$ cat config.mk
export PLATFORM = sky130hd
export DESIGN_NAME = spatial_index_box_filter
export DESIGN_NICKNAME = d
export VERILOG_FILES = /design/src/sibf_pkg.sv /design/src/spatial_index_box_filter.sv
export SDC_FILE = /design/constraint.sdc
export NUM_CORES = 2
export LEC_CHECK = 0
export ABC_AREA = 1
export BUFFER_PORTS_ARGS = -buffer_cell sky130_fd_sc_hd__clkbuf_2
export CORE_ASPECT_RATIO = 1.25
export CORE_MARGIN = 2
export CORE_UTILIZATION = 55
export CTS_BUF_LIST = sky130_fd_sc_hd__clkbuf_4
export DETAILED_ROUTE_END_ITERATION = 8
export GPL_ROUTABILITY_DRIVEN = 0
export PLACE_DENSITY = 0.73
export SLEW_MARGIN = 20
export SYNTH_ARGS = -nofsm -noshare
export SYNTH_HDL_FRONTEND = slang
export SYNTH_SLANG_ARGS = --single-unit
export TNS_END_PERCENT = 1
$ cat constraint.sdc
create_clock -name aclk -period 7.1 [get_ports aclk]
set_clock_uncertainty 0.15 [all_clocks]
set_input_delay 0.71 -clock aclk [delete_from_list [all_inputs] [get_ports aclk]]
set_output_delay 0.71 -clock aclk [all_outputs]
set_load 0.01 [all_outputs]
$ cat src/sibf_pkg.sv
`timescale 1ns / 1ps

package sibf_pkg;

    localparam int unsigned COORD_W  = 25;
    localparam int unsigned LAT_W    = 24;
    localparam int unsigned EXT_W    = 31;
    localparam int unsigned CELL_W   = 8;
    localparam int unsigned ID_W     = 31;
    localparam int unsigned COUNT_W  = 16;
    localparam int unsigned CFG_IDX_W = 2;

    localparam logic [31:0] MAX_MATCHES_DEF = 32'd65535;

    localparam logic [CELL_W-1:0] CELL_MAX = 8'd255;

    // operation field
    localparam logic OPER_QUERY  = 1'b0;
    localparam logic OPER_RECORD = 1'b1;

    // result kind
    localparam logic KIND_MATCH = 1'b0;
    localparam logic KIND_END   = 1'b1;

    // register indexes
    localparam logic [CFG_IDX_W-1:0] REG_WEST  = 2'd0;
    localparam logic [CFG_IDX_W-1:0] REG_SOUTH = 2'd1;
    localparam logic [CFG_IDX_W-1:0] REG_EAST  = 2'd2;
    localparam logic [CFG_IDX_W-1:0] REG_NORTH = 2'd3;

endpackage

$ cat src/spatial_index_box_filter.sv
`timescale 1ns / 1ps
// Query beat: each grid cell goes through one shared restoring divider (difference, scale,
// numerator, 9 compare/subtract steps; a flat axis, negative numerator or clamp ends early):
// two cells in point mode, six in box mode (six cells), not ready meanwhile; none outside.
// Record beat: one per cycle while the output is free and no end beat is pending, result
// registered on acceptance; a final matching record holds the input until its end beat issues.
// Synchronous active-low reset clears bounds, query state, count and output valid.
module spatial_index_box_filter
    import sibf_pkg::*;
#(
    parameter logic [31:0] MAX_MATCHES = MAX_MATCHES_DEF
) (
    input  logic                      aclk,
    input  logic                      aresetn,

    input  logic                      cfg_we,
    input  logic [CFG_IDX_W-1:0]      cfg_index,
    input  logic [COORD_W-1:0]        cfg_wdata,

    input  logic                      s_valid,
    output logic                      s_ready,
    input  logic                      s_operation,
    input  logic signed [LAT_W-1:0]   s_query_lat,
    input  logic signed [COORD_W-1:0] s_query_lon,
    input  logic [EXT_W-1:0]          s_query_width,
    input  logic [EXT_W-1:0]          s_query_height,
    input  logic [CELL_W-1:0]         s_rec_min_x,
    input  logic [CELL_W-1:0]         s_rec_min_y,
    input  logic [CELL_W-1:0]         s_rec_max_x,
    input  logic [CELL_W-1:0]         s_rec_max_y,
    input  logic [ID_W-1:0]           s_rec_id,
    input  logic                      s_rec_final,

    output logic                      m_valid,
    input  logic                      m_ready,
    output logic                      m_result_kind,
    output logic [ID_W-1:0]           m_match_id,
    output logic [COUNT_W-1:0]        m_total_matches,
    output logic                      m_run_last
);

    localparam logic [COUNT_W-1:0] COUNT_CAP =
        (MAX_MATCHES < 32'd65535) ? MAX_MATCHES[COUNT_W-1:0] : {COUNT_W{1'b1}};

    localparam int unsigned DIFF_W = COORD_W + 1;
    localparam int unsigned T_W    = 35;
    localparam int unsigned NUM_W  = 44;
    localparam int unsigned REM_W  = 42;
    localparam int unsigned DEN_W  = 32;
    localparam int unsigned DVS_W  = DEN_W + CELL_W;

    localparam logic [2:0] ST_IDLE  = 3'd0;
    localparam logic [2:0] ST_DIFF  = 3'd1;
    localparam logic [2:0] ST_SCALE = 3'd2;
    localparam logic [2:0] ST_NUMER = 3'd3;
    localparam logic [2:0] ST_DIV   = 3'd4;

    // cell jobs; bit 0 picks the axis (0 latitude, 1 longitude)
    localparam logic [2:0] OP_TOP    = 3'd0;
    localparam logic [2:0] OP_RIGHT  = 3'd1;
    localparam logic [2:0] OP_BOTTOM = 3'd2;
    localparam logic [2:0] OP_LEFT   = 3'd3;
    localparam logic [2:0] OP_GRID_Y = 3'd4;
    localparam logic [2:0] OP_GRID_X = 3'd5;

    localparam logic [3:0] BIT_CLAMP = 4'd8;

    // configuration
    logic signed [COORD_W-1:0] west_reg, south_reg, east_reg, north_reg;

    // query state
    logic                    inside_reg, inside_next;
    logic                    box_mode_reg, box_mode_next;
    logic [CELL_W-1:0]       grid_x_reg, grid_x_next, grid_y_reg, grid_y_next;
    logic [CELL_W-1:0]       box_left_reg, box_left_next, box_right_reg, box_right_next;
    logic [CELL_W-1:0]       box_top_reg, box_top_next, box_bottom_reg, box_bottom_next;
    logic [COUNT_W-1:0]      hit_count_reg, hit_count_next;
    logic signed [LAT_W-1:0]   q_lat_reg, q_lat_next;
    logic signed [COORD_W-1:0] q_lon_reg, q_lon_next;
    logic [EXT_W-1:0]        q_w_reg, q_w_next, q_h_reg, q_h_next;

    // sequencer and shared divider
    logic [2:0]              state_reg, state_next;
    logic [2:0]              op_reg, op_next;
    logic signed [DIFF_W-1:0] diff_reg, diff_next, span_reg, span_next;
    logic signed [T_W-1:0]   t_reg, t_next;
    logic [DEN_W-1:0]        den_reg, den_next;
    logic [REM_W-1:0]        rem_reg, rem_next;
    logic [DVS_W-1:0]        dvs_reg, dvs_next;
    logic [3:0]              bit_reg, bit_next;
    logic [CELL_W-1:0]       quo_reg, quo_next;

    // output stage
    logic                    m_valid_reg, m_valid_next;
    logic                    kind_reg, kind_next;
    logic [ID_W-1:0]         id_reg, id_next;
    logic [COUNT_W-1:0]      total_reg, total_next;
    logic                    last_reg, last_next;
    logic                    pend_reg, pend_next;
    logic [COUNT_W-1:0]      pend_count_reg, pend_count_next;

    logic                    out_free, accept, in_tile, hit;
    logic [COUNT_W-1:0]      count_inc;
    logic signed [COORD_W-1:0] lat_ext, sel_lo, sel_hi, sel_p;
    logic signed [31:0]      ext_val;
    logic signed [NUM_W-1:0] num;
    logic                    ge;
    logic                    done;
    logic [CELL_W-1:0]       cell_val;

    assign out_free = !m_valid_reg || m_ready;
    assign s_ready  = (state_reg == ST_IDLE) && out_free && !pend_reg;
    assign accept   = s_valid && s_ready;

    assign lat_ext = COORD_W'(s_query_lat);
    assign in_tile = (s_query_lon >= west_reg) && (s_query_lon <= east_reg) &&
                     (lat_ext >= south_reg) && (lat_ext <= north_reg);

    always_comb begin
        if (box_mode_reg) begin
            hit = (box_left_reg <= s_rec_min_x) && (box_right_reg >= s_rec_max_x) &&
                  (box_top_reg >= s_rec_max_y) && (box_bottom_reg <= s_rec_min_y);
        end else begin
            hit = (grid_x_reg >= s_rec_min_x) && (grid_x_reg <= s_rec_max_x) &&
                  (grid_y_reg >= s_rec_min_y) && (grid_y_reg <= s_rec_max_y);
        end
        hit = hit && inside_reg;
    end

    assign count_inc = (hit && (hit_count_reg < COUNT_CAP)) ?
                       hit_count_reg + 1'b1 : hit_count_reg;

    // operand selection for the current cell job
    always_comb begin
        if (op_reg[0]) begin
            sel_p  = q_lon_reg;
            sel_lo = west_reg;
            sel_hi = east_reg;
        end else begin
            sel_p  = COORD_W'(q_lat_reg);
            sel_lo = south_reg;
            sel_hi = north_reg;
        end
        case (op_reg)
            OP_TOP:    ext_val = $signed({1'b0, q_h_reg});
            OP_RIGHT:  ext_val = $signed({1'b0, q_w_reg});
            OP_BOTTOM: ext_val = -$signed({1'b0, q_h_reg});
            OP_LEFT:   ext_val = -$signed({1'b0, q_w_reg});
            default:   ext_val = '0;
        endcase
    end

    assign num = (NUM_W'(t_reg) <<< 8) - NUM_W'(t_reg);
    assign ge  = rem_reg >= REM_W'(dvs_reg);

    always_comb begin
        state_next      = state_reg;
        op_next         = op_reg;
        diff_next       = diff_reg;
        span_next       = span_reg;
        t_next          = t_reg;
        den_next        = den_reg;
        rem_next        = rem_reg;
        dvs_next        = dvs_reg;
        bit_next        = bit_reg;
        quo_next        = quo_reg;
        inside_next     = inside_reg;
        box_mode_next   = box_mode_reg;
        grid_x_next     = grid_x_reg;
        grid_y_next     = grid_y_reg;
        box_left_next   = box_left_reg;
        box_right_next  = box_right_reg;
        box_top_next    = box_top_reg;
        box_bottom_next = box_bottom_reg;
        hit_count_next  = hit_count_reg;
        q_lat_next      = q_lat_reg;
        q_lon_next      = q_lon_reg;
        q_w_next        = q_w_reg;
        q_h_next        = q_h_reg;
        done            = 1'b0;
        cell_val        = '0;

        case (state_reg)
            ST_IDLE: begin
                if (accept && s_operation == OPER_QUERY) begin
                    q_lat_next      = s_query_lat;
                    q_lon_next      = s_query_lon;
                    q_w_next        = s_query_width;
                    q_h_next        = s_query_height;
                    hit_count_next  = '0;
                    inside_next     = in_tile;
                    box_mode_next   = in_tile && (s_query_width != '0) &&
                                      (s_query_height != '0);
                    grid_x_next     = '0;
                    grid_y_next     = '0;
                    box_left_next   = '0;
                    box_right_next  = '0;
                    box_top_next    = '0;
                    box_bottom_next = '0;
                    if (in_tile) begin
                        op_next    = box_mode_next ? OP_TOP : OP_GRID_Y;
                        state_next = ST_DIFF;
                    end
                end else if (accept) begin
                    hit_count_next = s_rec_final ? '0 : count_inc;
                end
            end
            ST_DIFF: begin
                diff_next  = DIFF_W'(sel_p) - DIFF_W'(sel_lo);
                span_next  = DIFF_W'(sel_hi) - DIFF_W'(sel_lo);
                state_next = ST_SCALE;
            end
            ST_SCALE: begin
                if (span_reg == '0) begin
                    done = 1'b1;   // flat axis gives cell 0
                end else begin
                    t_next   = (T_W'(diff_reg) <<< 7) - (T_W'(diff_reg) <<< 3) +
                               T_W'(ext_val);
                    den_next = (DEN_W'(span_reg) << 7) - (DEN_W'(span_reg) << 3);
                    state_next = ST_NUMER;
                end
            end
            ST_NUMER: begin
                if (num < 0) begin
                    done = 1'b1;   // negative quotient clamps to 0
                end else begin
                    rem_next   = num[REM_W-1:0];
                    dvs_next   = {den_reg, {CELL_W{1'b0}}};
                    bit_next   = BIT_CLAMP;
                    quo_next   = '0;
                    state_next = ST_DIV;
                end
            end
            ST_DIV: begin
                dvs_next = dvs_reg >> 1;
                bit_next = bit_reg - 1'b1;
                if (bit_reg == BIT_CLAMP) begin
                    if (ge) begin
                        done     = 1'b1;
                        cell_val = CELL_MAX;
                    end
                end else begin
                    if (ge) begin
                        rem_next = rem_reg - REM_W'(dvs_reg);
                        quo_next[bit_reg[2:0]] = 1'b1;
                    end
                    if (bit_reg == 4'd0) begin
                        done     = 1'b1;
                        cell_val = quo_next;
                    end
                end
            end
            default: begin
                state_next = ST_IDLE;
            end
        endcase

        if (done) begin
            case (op_reg)
                OP_TOP:    box_top_next    = cell_val;
                OP_RIGHT:  box_right_next  = cell_val;
                OP_BOTTOM: box_bottom_next = cell_val;
                OP_LEFT:   box_left_next   = cell_val;
                OP_GRID_Y: grid_y_next     = cell_val;
                default:   grid_x_next     = cell_val;
            endcase
            if (op_reg == OP_GRID_X) begin
                state_next = ST_IDLE;
            end else begin
                op_next    = op_reg + 1'b1;
                state_next = ST_DIFF;
            end
        end
    end

    // output stage: a final record that matches leaves its end beat pending
    always_comb begin
        m_valid_next    = m_valid_reg;
        kind_next       = kind_reg;
        id_next         = id_reg;
        total_next      = total_reg;
        last_next       = last_reg;
        pend_next       = pend_reg;
        pend_count_next = pend_count_reg;

        if (pend_reg && out_free) begin
            m_valid_next = 1'b1;
            kind_next    = KIND_END;
            id_next      = '0;
            total_next   = pend_count_reg;
            last_next    = 1'b1;
            pend_next    = 1'b0;
        end else if (accept && s_operation == OPER_RECORD && (hit || s_rec_final)) begin
            m_valid_next = 1'b1;
            if (hit) begin
                kind_next       = KIND_MATCH;
                id_next         = s_rec_id;
                total_next      = '0;
                last_next       = 1'b0;
                pend_next       = s_rec_final;
                pend_count_next = count_inc;
            end else begin
                kind_next  = KIND_END;
                id_next    = '0;
                total_next = count_inc;
                last_next  = 1'b1;
            end
        end else if (m_ready) begin
            m_valid_next = 1'b0;
        end
    end

    always_ff @(posedge aclk) begin
        if (!aresetn) begin
            west_reg       <= '0;
            south_reg      <= '0;
            east_reg       <= '0;
            north_reg      <= '0;
            state_reg      <= ST_IDLE;
            op_reg         <= OP_TOP;
            inside_reg     <= 1'b0;
            box_mode_reg   <= 1'b0;
            grid_x_reg     <= '0;
            grid_y_reg     <= '0;
            box_left_reg   <= '0;
            box_right_reg  <= '0;
            box_top_reg    <= '0;
            box_bottom_reg <= '0;
            hit_count_reg  <= '0;
            m_valid_reg    <= 1'b0;
            pend_reg       <= 1'b0;
        end else begin
            if (cfg_we) begin
                case (cfg_index)
                    REG_WEST:  west_reg  <= cfg_wdata;
                    REG_SOUTH: south_reg <= cfg_wdata;
                    REG_EAST:  east_reg  <= cfg_wdata;
                    REG_NORTH: north_reg <= cfg_wdata;
                    default:   ;
                endcase
            end
            state_reg      <= state_next;
            op_reg         <= op_next;
            inside_reg     <= inside_next;
            box_mode_reg   <= box_mode_next;
            grid_x_reg     <= grid_x_next;
            grid_y_reg     <= grid_y_next;
            box_left_reg   <= box_left_next;
            box_right_reg  <= box_right_next;
            box_top_reg    <= box_top_next;
            box_bottom_reg <= box_bottom_next;
            hit_count_reg  <= hit_count_next;
            m_valid_reg    <= m_valid_next;
            pend_reg       <= pend_next;
        end
    end

    always_ff @(posedge aclk) begin
        q_lat_reg      <= q_lat_next;
        q_lon_reg      <= q_lon_next;
        q_w_reg        <= q_w_next;
        q_h_reg        <= q_h_next;
        diff_reg       <= diff_next;
        span_reg       <= span_next;
        t_reg          <= t_next;
        den_reg        <= den_next;
        rem_reg        <= rem_next;
        dvs_reg        <= dvs_next;
        bit_reg        <= bit_next;
        quo_reg        <= quo_next;
        kind_reg       <= kind_next;
        id_reg         <= id_next;
        total_reg      <= total_next;
        last_reg       <= last_next;
        pend_count_reg <= pend_count_next;
    end

    assign m_valid         = m_valid_reg;
    assign m_result_kind   = kind_reg;
    assign m_match_id      = id_reg;
    assign m_total_matches = total_reg;
    assign m_run_last      = last_reg;

endmodule
==> flow_metrics.tcl <==
set metrics [dict create \
    postCtsSetupBuffers 0 \
    fin_setup_tns_ns 0 \
    cap_violations 0 \
    synth_area_leaders "edfxtp_1 27%, ha_1 12%, nand2_1 11%" \
    max_stage_delay_ns 0.73 \
    h-tree-depth 4 \
    wl_per_cell_um 18.6 \
    ioPinCount 259 \
    peakVddDrop_uv 172 \
    cp_slowest_cell "inv_1" \
    clk_path_buf_depth 3 \
    dp_hpwl_um 92300 \
    drt_wl_total_um 122000 \
    violations "design-rule violations" \
    power_w 0.0117 \
    cts_resized 0 \
    antenna_found_initial 5 \
    crit_start "op_reg[0]" \
    drc 2 \
    nets 6123 \
    dp.cells 6142 \
    path_class "reg -> reg" \
    die-area_um2 72700 \
    die_y_um 301 \
    path_cells "buf_4 > ha_1 > nand2_2 > inv_1 > a21oi_1 > o221ai_1 > fa_1 > ha_1 > a21oi_1 > o21ai_0 > a21oi_1 > o21ai_1 > a21oi_1 > o21ai_1 > nand3_1 > nand2_1 > xor2_1" \
    drt-vias-per-instance 5.63 \
    crit_family "compound AO/OA/AOI/OAI gates" \
    yosys_warnings 0 \
    grt_max_degree 95 \
    grt_first_pass_wirelength_um 189000 \
    insertion_delay_ns 1.05 \
    start_util_pct 55.7 \
    drive_above_1_share_pct 10.3 \
    worstPathBufferInverterCount 2 \
    cts_inserted_buffers 143 \
    cp.arrival_ns 5.71 \
    clock_sinks 559 \
    async_flop_share_pct 0 \
    die-width_um 241 \
    rsz0062_at_grt "false" \
    io_buffers 258 \
    path_clk_slew_ns 0.07 \
    hold_viol_final 0 \
    cp.required_ns 7.75 \
    yosysTopAreaCell "edfxtp_1" \
    vias 37085 \
    antenna_left 0 \
    largest_reg_flops 42 \
    synth_edf_count 353 \
    worstSetupStartpointType "register" \
    synthCells 5039 \
    drtIter0Drc 3544 \
    fin_crit_sh_pct 71.3 \
    hold_ws_ns 0.128 \
    status "finished with violations" \
    synthToLayoutAreaGrowth_pct 15.2 \
    fin_cells 6582 \
    synth_seq_area_share_pct 38.0 \
    slew_viol_final 0 \
    ys_seq_elements 559 \
    cts-hold-fix-buffers 175 \
    min_from "s_valid" \
    cts_tree "yes" \
    final_util_pct 64.2 \
    max_freq_mhz 198 \
    critPathCaptureType "register" \
    first_global_vias 36053 \
    tightest_slew_ns 0.972 \
    synth_ff_type "edfxtp_1" \
    layout_commonest_cell "nand2_1" \
    syn_nets 5635 \
    period_minus_slack_ns 5.06 \
    final_cell_mix "1108 x nand2_1, 710 x inv_1, 492 x a21oi_1" \
    p_leak_nw 20.0 \
    path_max_fanout 61 \
    rr_startpoint "op_reg[0]" \
    powerDensity_nw_per_um2 262 \
    synth.top_cell.area_share_pct 27.3 \
    grt_overflow 0 \
    core_area_um2 69600 \
    yosysUniqueCellTypes 64 \
    syn-cell-area_um2 38800 \
    holdCritPathClass "in -> reg" \
    cts-root-buf "clkbuf_4" \
    max_slew_margin_pct 34.5 \
    rows 108 \
    groute.usage.overall_pct 33.7 \
    first_pass_iters 9 \
    cpMostUsedCell "a21oi_1" \
    finalSetupViolCount 0 \
    avgSynthCellArea_um2 7.70 \
]
-- logic make-up after synthesis --
logic type | share of synthesized area [%]
compound gates | 15.3
xor+xnor | 3.14
fa+ha+maj | 13.1
buf+inv | 8.25
flops | 38.0
mux | 0.0258
simple gates | 22.2
-- metrics by stage --
step,setup WS (ns),area [um^2]
4_1_cts,2.15,44600
3_3_place_gp,2.18,41000
3_5_place_dp,2.15,41000
2_1_floorplan,1.69,38800
5_1_grt,1.71,44700
6_report,2.04,44700
-- worst paths after layout --
| kind | cells after the start | end | slack [ns] |
|---|---|---|---|
| worst min-delay path | 4 | hit_count_reg[7] | 0.13 |
| worst max register to register | 17 | t_reg[32] | 2.04 |
| worst max-delay path | 17 | t_reg[32] | 2.04 |
| worst min register to register | 2 | m_match_id[11] | 0.30 |
-- where the power goes --
group	leakage [nW]	total (W)	internal (W)	switching, W
clock	1.13	0.00291	0.00151	0.00140
sequential	4.86	0.00426	0.00404	0.000220
combinational	14.0	0.00454	0.00153	0.00301
total	20.0	0.0117	0.00708	0.00463
-- worst reg2reg max path, cell delays in order, from the launching register on --
cell and delay [ns]:
dfxtp_4 0.34, buf_4 0.47, ha_1 0.28, nand2_2 0.29
inv_1 0.74, a21oi_1 0.16, o221ai_1 0.26, fa_1 0.47
ha_1 0.36, a21oi_1 0.22, o21ai_0 0.10, a21oi_1 0.13
o21ai_1 0.12, a21oi_1 0.26, o21ai_1 0.17, nand3_1 0.10
nand2_1 0.06, xor2_1 0.16
-- cell type report --
cell class                 count  area (um^2)
clock buffer                 216         1620
antenna                        5         12.5
timing repair buffer         453         3210
multi-input combinational   3644        20900
fill                        6026        24900
sequential                   559        14700
clock inverter                44          282
inverter                     726         2730
tap                          935         1170
-- Yosys cell counts (17+ instances only) --
cell         n
edfxtp_1   353
o21ai_0    385
clkbuf_1    84
a21oi_1    492
a21o_1      35
nor3_1      68
o31ai_1     21
a31oi_1     20
a21boi_0    19
nor2_1     402
nand4_1     78
dfxtp_1    206
fa_1        28
nand3b_1    17
xor2_1     102
o21a_1      17
nand2_1   1110
xnor2_1     37
nand3_1    258
ha_1       360
nor4_1      43
o21bai_1    20
inv_1      711
-- routing by layer --
layer / vias to the layer above / share of wire (%) / global-route usage, %
li1: 18087 / - / -
met1: 16848 / 37 / 38.3
met2: 1674 / 47 / 56.3
met3: 474 / 7.7 / 6.66
met4: 2 / 8.0 / 24.6
met5: - / 0.013 / 0
No activity file was read; power rests on OpenSTA's default activity.
